**src/sap_ram.sv**
```systemverilog
// Generic single-write, single-read synchronous RAM with registered read data.
module sap_ram #(
   parameter int WIDTH = 48,
   parameter int DEPTH = 8
) (
   input  logic                                      clock,
   input  logic                                      wr_en,
   input  logic [$clog2(DEPTH > 1 ? DEPTH : 2)-1:0]  wr_addr,
   input  logic [WIDTH-1:0]                          wr_data,
   input  logic                                      rd_en,
   input  logic [$clog2(DEPTH > 1 ? DEPTH : 2)-1:0]  rd_addr,
   output logic [WIDTH-1:0]                          rd_data
);

   logic [WIDTH-1:0] mem_ff [DEPTH];

   // Write port
   always_ff @(posedge clock) begin
      if (wr_en) begin
         mem_ff[wr_addr] <= wr_data;
      end
   end

   // Registered read port
   always_ff @(posedge clock) begin
      if (rd_en) begin
         rd_data <= mem_ff[rd_addr];
      end
   end

endmodule

```
**config.mk**
```make
export PLATFORM = sky130hd
export DESIGN_NAME = sap_ram
export DESIGN_NICKNAME = d
export VERILOG_FILES = /design/src/sap_ram.sv
export SDC_FILE = /design/constraint.sdc
export NUM_CORES = 1
export LEC_CHECK = 0
export BUFFER_PORTS_ARGS = -buffer_cell sky130_fd_sc_hd__buf_2
export CAP_MARGIN = 20
export CORE_MARGIN = 1.5
export CORE_UTILIZATION = 54
export CTS_CLUSTER_SIZE = 40
export DETAILED_ROUTE_END_ITERATION = 6
export PLACE_DENSITY_LB_ADDON = 0.25
export SKIP_LAST_GASP = 1
export SLEW_MARGIN = 20
export SYNTH_ARGS = -nofsm -noshare
export SYNTH_HDL_FRONTEND = slang
export SYNTH_SLANG_ARGS = --single-unit
```
**constraint.sdc**
```tcl
create_clock -name clock -period 4.74 [get_ports clock]
set_input_delay 0.948 -clock clock [delete_from_list [all_inputs] [get_ports clock]]
set_output_delay 0.948 -clock clock [all_outputs]
set_load 0.02 [all_outputs]
```
==> flow_summary.yaml, run 1 <==
floorplanning:
  die_height_um: 175.7
  io_pins: 105
  core_area_um2: 29480
  die_x_um: 175.7
  start_util_pct: 54.61
  rows: 63
  die-area_um2: 30860
clock_network:
  cts_resized: 0
  clk_latency_ns: 0.52
  cts_root_buffer: "clkbuf_16"
  cts_tree: "built"
  cts_setup_buffers: 0
  cts.sink_count: 432
  htree_levels: 2
  path_clk_slew_ns: 0.06
  cts_buffers: 44
  clock_path_buffers: 3
  postCtsHoldBufs: 0
routing:
  finalWirelength_um: 29350
  ant_nets: 0
  first_iter_violations: 572
  dr.pass1.iters: 4
  route.detailed.drc: 0
  via_per_inst: 5.750
  route.vias.total: 6785
  avgRoutedWirePerCell_um: 24.87
placed_design:
  place_congestion: 0.6865
  placed_area_um2: 17130
  preCtsSetupSlack_ns: 1.684
  dp_hpwl_um: 15270
  port_buffers: 104
synthesis:
  syn_inst: 616
  syn_avg_cell_area_um2: 26.14
  synth_warnings: 0
  ys_seq_area_share_pct: 80.57
  synth.distinct_cells: 13
  syn_nets: 673
  syn_area_um2: 16100
  synth_seq_cells: 432
timing:
  fin_crit_sh_pct: 52.68
  hold_slack_ns: 0.6870
  finalHoldViolCount: 0
  setup_viol: 0
  skew_ns: 0.007296
  fmax_mhz: 400.5
  rsz0062_at_grt: "false"
  max_slew_margin_pct: 24.41
  worst_pin_slew_ns: 1.134
  fin_crit_ns: 2.497
  fin_tns_setup_ns: 0
  slew_violations: 0
  worst_slack_ns: 2.243
power_and_ir_drop:
  total_power_w: 0.008154
  ir_drop_mv: 0.2973
  p_leak_nw: 6.152
  pwr_density_cell_nw_per_um2: 440.5
global_route:
  grt_pass1_wl_um: 44100
  grt.total_usage_pct: 19.69
  grt_overflow: 0
  grt_max_degree: 70
  antenna_found_initial: 5
  grt_pass1_vias: 7210
status:
  status: "finished clean"
worst_setup_path:
  criticalPathCategory: "in -> reg"
  endpoint_kind: "flop"
  cp.required_ns: 5.02
  crit_arrival_ns: 2.77
  crit_fanout: 69
  setup.worst_path.start_class: "primary input"
layout:
  n_fill_cell: 1995
  layout-drive-gt1-share_pct: 41.93
  stdcell_area_um2: 18510
  layout_commonest_cell: "edfxtp_1"
  nets: 813
  syn_to_final_growth_pct: 14.96
  final_cell_mix: "432 x edfxtp_1, 100 x buf_2, 93 x mux4_2, 45 x clkbuf_16, 40 x mux2_4"
run:
  drv_cap: 0
min_path:
  hold_path_class: "in -> reg"
## registers in the layout (all words and copies together), names as in the netlist
| name | cells |
|---|---|
| mem_ff | 384 |
| rd_data | 48 |
## kinds of logic (layout without fill, tap and decap cells)
| family | after synthesis | after routing | share of synthesized area (%) |
|---|---|---|---|
| mux | 144 | 144 | 17.79 |
| simple gates | 13 | 13 | 0.3653 |
| flops | 432 | 432 | 80.57 |
| buf+inv | 27 | 198 | 1.274 |
| other cells | 0 | 3 | 0 |
## path summary, 6_finish.rpt
kind / endpoint / slack (ns) / cells past startpoint / start
setup / recovery: rd_data[9] / 2.24 / 4 / rd_addr[2]
hold / removal: mem_ff[0][17] / 0.69 / 1 / wr_data[17]
setup reg to reg: rd_data[21] / 3.32 / 2 / mem_ff[1][21]
hold reg to reg: rd_data[40] / 0.76 / 2 / mem_ff[0][40]
## worst max-delay path, cell delays in order
cell and delay (ns):
buf_4 0.76, buf_4 0.40, mux4_2 0.34, mux2_4 0.27
## per-stage QoR
| stage | instances | util (%) |
|---|---|---|
| floorplan | 616 | - |
| global placement | 1100 | 58.09 |
| detailed placement | 1100 | 58.09 |
| CTS | 1177 | 62.76 |
| global route | 1177 | 62.76 |
| finish | 1180 | 62.78 |
## per-layer routing
| metal | wire length [µm] | vias to the layer above | track usage, % |
|---|---|---|---|
| met5 | 24 | - | 0 |
| met4 | 472 | 4 | 5.057 |
| met3 | 1780 | 41 | 4.156 |
| met2 | 14100 | 181 | 30.58 |
| met1 | 12980 | 3628 | 28.97 |
| li1 | - | 2931 | - |
## layout make-up
class / count / area [µm²] / share of cell area, %
Antenna cell: 3 / 7.507 / 0.04056
Clock buffer: 53 / 1156 / 6.246
Clock inverter: 24 / 220.2 / 1.190
Multi-Input combinational cell: 157 / 2990 / 16.16
Sequential cell: 432 / 12970 / 70.09
Tap cell: 390 / 488.0 / 2.636
Timing Repair Buffer: 121 / 674.4 / 3.644
## power by group
group / total, W / internal (W) / leakage (nW) / switching (W)
clock network: 0.00329 / 0.00195 / 0.672 / 0.00134
registers: 0.00440 / 0.00437 / 3.96 / 0.0000372
logic: 0.000458 / 0.000209 / 1.52 / 0.000248
total: 0.00815 / 0.00653 / 6.15 / 0.00163
## synth_stat cells, drive strengths merged
cell type | n | share of area (%)
mux4 | 96 | 13
buf | 18 | 1.1
nand2b | 3 | 0.12
nand2 | 2 | 0.047
clkbuf | 9 | 0.21
nor3 | 2 | 0.062
mux2 | 48 | 4.3
nor2 | 6 | 0.14
edfxtp | 432 | 81
No activity file was read; power rests on OpenSTA's default activity.
==> run 2: changes to the inputs <==
Settings changed: CORE_UTILIZATION 54 to 60.
Clock period 4.74 ns to 2.3 ns, I/O delays scaled along.
==> run 2 against run 1 <==
The run now ends with DRC left. Non-clock buffer count increased by 4. Clock power is 88% higher. Clock skew up 0.010 ns. Sequential share of layout area barely moved. First-iteration DRC count grew 0.87%. Power up 99%. Register-to-register slack worse by 2.4 ns. Setup slack lost 1.6 ns. Global-route usage rose by 2.0 points. Critical path depth is 3 lower. Combinational power increased by 110%. Critical endpoint is now rd_data[1]. Largest cell class unchanged.
==> flow_summary.yaml, run 2 (synthesis gave the netlist of run 1 again) <==
status:
  status: "complete, but fails checks"
  failed_checks: "DRC"
routing:
  finalWirelength_um: 28950
  via_per_inst: 6.050
  ant_nets: 0
  route.vias.total: 6782
  avgRoutedWirePerCell_um: 25.82
  first_iter_violations: 577
  route.detailed.drc: 9
  dr.pass1.iters: 7
timing:
  fin_crit_sh_pct: 70.14
  skew_ns: 0.01734
  slew_violations: 0
  rsz0062_at_grt: "false"
  finalHoldViolCount: 0
  fmax_mhz: 619.9
  worst_slack_ns: 0.6869
  setup_viol: 0
  worst_pin_slew_ns: 0.4055
  max_slew_margin_pct: 72.97
  fin_crit_ns: 1.613
  hold_slack_ns: 0.2059
floorplanning:
  die_x_um: 166.8
  die-area_um2: 27830
  io_pins: 105
  core_area_um2: 26210
  die_height_um: 166.8
  start_util_pct: 61.44
  rows: 59
global_route:
  grt_overflow: 0
  grt.total_usage_pct: 21.73
  grt_pass1_wl_um: 43840
  grt_pass1_vias: 7382
  grt_max_degree: 49
  antenna_found_initial: 2
clock_network:
  cts.sink_count: 432
  cts_root_buffer: "clkbuf_16"
  cts_buffers: 41
  clk_latency_ns: 0.52
  htree_levels: 2
  postCtsHoldBufs: 0
  cts_resized: 0
  clock_path_buffers: 3
  path_clk_slew_ns: 0.06
  cts_setup_buffers: 0
  cts_tree: "built"
worst_setup_path:
  cp_cell_sequence: "buf_2"
  crit_path_start: "rd_data[1]"
  rr_startpoint: "mem_ff[3][13]"
  endpoint_kind: "output port"
  crit_end: "rd_data[1]"
  cp.required_ns: 1.84
  max_stage_delay_ns: 0.45
  criticalPathCategory: "reg -> out"
  timing.rr.end: "rd_data[13]"
  cpLargestDelayFamily: "flip-flops"
  reg2reg_depth: 2
  crit_arrival_ns: 1.15
  crit_cells: 1
  path_buf_inv: 1
  setup.worst_path.start_class: "flop"
  crit_fanout: 1
  crit_path_top_delay_cell: "edfxtp_1"
  r2r_slack_ns: 0.87
layout:
  layout-drive-gt1-share_pct: 41.60
  regMostFlops: "mem_ff"
  nets: 814
  n_fill_cell: 1472
  final_cell_mix: "432 x edfxtp_1, 101 x buf_2, 93 x mux4_2, 41 x clkbuf_16, 40 x mux2_4"
  n_antenna_cell: 0
  layout_commonest_cell: "edfxtp_1"
  largest_reg_flops: 384
  syn_to_final_growth_pct: 14.94
  largestRegisters: "mem_ff (384), rd_data (48)"
placed_design:
  port_buffers: 104
  preCtsSetupSlack_ns: 0.2233
  dp_hpwl_um: 15010
  place_congestion: 0.6641
min_path:
  hold_path_class: "in -> reg"
power_and_ir_drop:
  ir_drop_mv: 0.8496
  p_leak_nw: 6.157
  pwr_density_cell_nw_per_um2: 877.9
run:
  drv_cap: 0
## run 2: layout make-up
class	count	area, µm²	share of cell area (%)
multi-input cells	157	2990	16.16
clock inverters	24	182.7	0.9871
well taps	335	419.2	2.265
repair buffers	125	889.6	4.807
flip-flops and latches	432	12970	70.10
clock buffers	48	1052	5.686
## run 2: how the worst min path moves through the flow
stage                startpoint            end  slack, ns  cells past startpoint
finish              wr_data[15]  mem_ff[6][15]       0.21                      1
global route        wr_data[44]  mem_ff[3][44]       0.20                      1
CTS                 wr_data[38]  mem_ff[5][38]       0.18                      1
detailed placement  wr_data[15]  mem_ff[6][15]       0.73                      1
global placement    wr_data[15]  mem_ff[0][15]       0.71                      1
floorplan            wr_data[0]   mem_ff[0][0]       0.56                      0
## run 2: where the power goes
group | switching (W) | internal [W]
clock network | 0.00260 | 0.00359
logic | 0.000514 | 0.000460
registers | 0.0000838 | 0.00900
total | 0.00320 | 0.0130
## run 2: metrics by stage
step                power [W]  TNS (ns)  utilization, %  area, µm²  instances
CTS                   0.01638         0           70.62      18510       1121
global route          0.01675         0           70.62      18510       1121
global placement      0.01018         0           65.91      17270       1049
floorplan            0.009840    -41.86               -      16140        616
finish                0.01625         0           70.62      18510       1121
detailed placement    0.01023         0           65.91      17270       1049
## run 2: worst reg2reg max path: cells and delay by family (launching register included)
family / cells / cell delay, ns
flops: 1 / 0.40
mux: 2 / 0.78
## run 2: per-layer routing
layer	wire, µm	up-vias	global-route usage, %
li1	-	2931	-
met1	11280	3551	28.09
met2	15190	248	38.29
met3	1899	50	4.135
met4	563	2	5.968
met5	7	-	0
==> run 3: changes to the inputs <==
Clock period 2.3 ns to 1.6 ns, I/O delays scaled along.
==> run 3 against run 2 <==
Worst hold slack lost 0.15 ns. Routed wire length grew 3.3%. Cell count grew 2.5%. Core utilization grew 1.3 points. Die area is the same. Via count grew 2.2%. The flow still finishes with violations (DRC). Non-clock buffer count grew 22. Critical path type unchanged. Critical path depth is the same. First-iteration DRC count shrank 12%. Cell area grew 1.9%.
==> flow_summary.yaml, run 3 (synthesis gave the netlist of run 1 again) <==
run:
  drv_cap: 0
power_and_ir_drop:
  p_leak_nw: 6.346
  pwr_density_cell_nw_per_um2: 1261
  ir_drop_mv: 0.9707
min_path:
  hold_path_class: "in -> reg"
  holdPathStages: 1
layout:
  nets: 837
  final_cells: 1149
  layout_commonest_cell: "edfxtp_1"
  multi_input_area_um2: 3029
  largest_reg_flops: 384
  seqCellArea_um2: 12970
  largestRegisters: "mem_ff (384), rd_data (48)"
  stdcell_area_um2: 18860
  layout-drive-gt1-share_pct: 43.63
  syn_to_final_growth_pct: 17.13
  n_fill_cell: 1449
  regMostFlops: "mem_ff"
  final_cell_mix: "432 x edfxtp_1, 101 x buf_2, 93 x mux4_2, 45 x clkbuf_16, 40 x mux2_4"
placed_design:
  dpl.cell_count: 1071
  placed_area_um2: 17550
  dp_hpwl_um: 17030
  port_buffers: 104
  place_congestion: 0.6869
  preCtsSetupSlack_ns: -0.2270
clock_network:
  cts_tree: "built"
  cts.sink_count: 432
  postCtsHoldBufs: 0
  path_clk_slew_ns: 0.06
  cts_root_buffer: "clkbuf_16"
  cts_setup_buffers: 0
  cts_resized: 0
  clock_path_buffers: 3
  cts_buffers: 42
  clk_latency_ns: 0.53
  htree_levels: 2
status:
  failed_checks: "DRC"
  status: "complete, but fails checks"
timing:
  finalHoldViolCount: 0
  fmax_mhz: 683.6
  worst_pin_slew_ns: 0.3771
  slew_violations: 0
  fin_crit_sh_pct: 91.42
  skew_ns: 0.01199
  setup_viol: 0
  fin_crit_ns: 1.463
  max_slew_margin_pct: 74.86
  worst_slack_ns: 0.1373
  rsz0062_at_grt: "false"
worst_setup_path:
  max_stage_delay_ns: 0.42
  criticalPathCategory: "reg -> out"
  crit_path_top_delay_cell: "edfxtp_1"
  reg2reg_depth: 2
  cpLargestDelayFamily: "flip-flops"
  crit_fanout: 1
  cp.required_ns: 1.28
  cp_cell_sequence: "buf_2"
  path_buf_inv: 1
  endpoint_kind: "output port"
  crit_cells: 1
  crit_arrival_ns: 1.14
  setup.worst_path.start_class: "flop"
global_route:
  grt_max_degree: 49
  grt_pass1_wl_um: 45800
  grt.total_usage_pct: 22.62
  antenna_found_initial: 5
  grt_overflow: 0
  grt_pass1_vias: 7693
floorplanning:
  io_pins: 105
  die_x_um: 166.8
  rows: 59
  die-area_um2: 27830
  core_area_um2: 26210
  die_height_um: 166.8
  start_util_pct: 61.44
routing:
  via_per_inst: 6.034
  avgRoutedWirePerCell_um: 26.01
  dr.pass1.iters: 7
  route.vias.total: 6933
  finalWirelength_um: 29890
  ant_nets: 0
  first_iter_violations: 510
  route.detailed.drc: 8
run 3: cell type report:
cell class,instances,area share (%)
Sequential cell,432,68.79
Multi-Input combinational cell,157,16.06
Clock inverter,18,0.6967
Timing Repair Buffer,147,5.991
Antenna cell,5,0.06635
Tap cell,335,2.223
Clock buffer,55,6.170
run 3: through the flow:
step	setup TNS (ns)	hold WS [ns]	utilization [%]	power, W
after floorplan	-52.94	0.4189	-	0.01417
after global placement	-7.904	0.5715	66.97	0.01468
after detailed placement	-8.613	0.5895	66.97	0.01477
after CTS	0	0.02919	71.91	0.02396
after global routing	0	0.03572	71.92	0.02449
final	0	0.05432	71.96	0.02378
run 3: power breakdown:
part | internal [W] | total, W | switching, W
logic | 0.000706 | 0.00148 | 0.000771
registers | 0.0129 | 0.0130 | 0.000111
clock network | 0.00542 | 0.00926 | 0.00384
run 3: worst paths after layout:
kind | startpoint | to | slack, ns
setup / recovery | rd_data[26] | rd_data[26] | 0.14
hold / removal | wr_data[17] | mem_ff[0][17] | 0.05
setup reg to reg | mem_ff[2][44] | rd_data[44] | 0.19
hold reg to reg | mem_ff[0][21] | rd_data[21] | 0.75
run 3: routing by layer:
layer	vias up	share of wire, %	GRT usage (%)
li1	2980	-	-
met1	3710	40	29.62
met2	186	52	38.71
met3	57	4.9	4.206
met4	0	2.6	8.024
met5	-	0	0
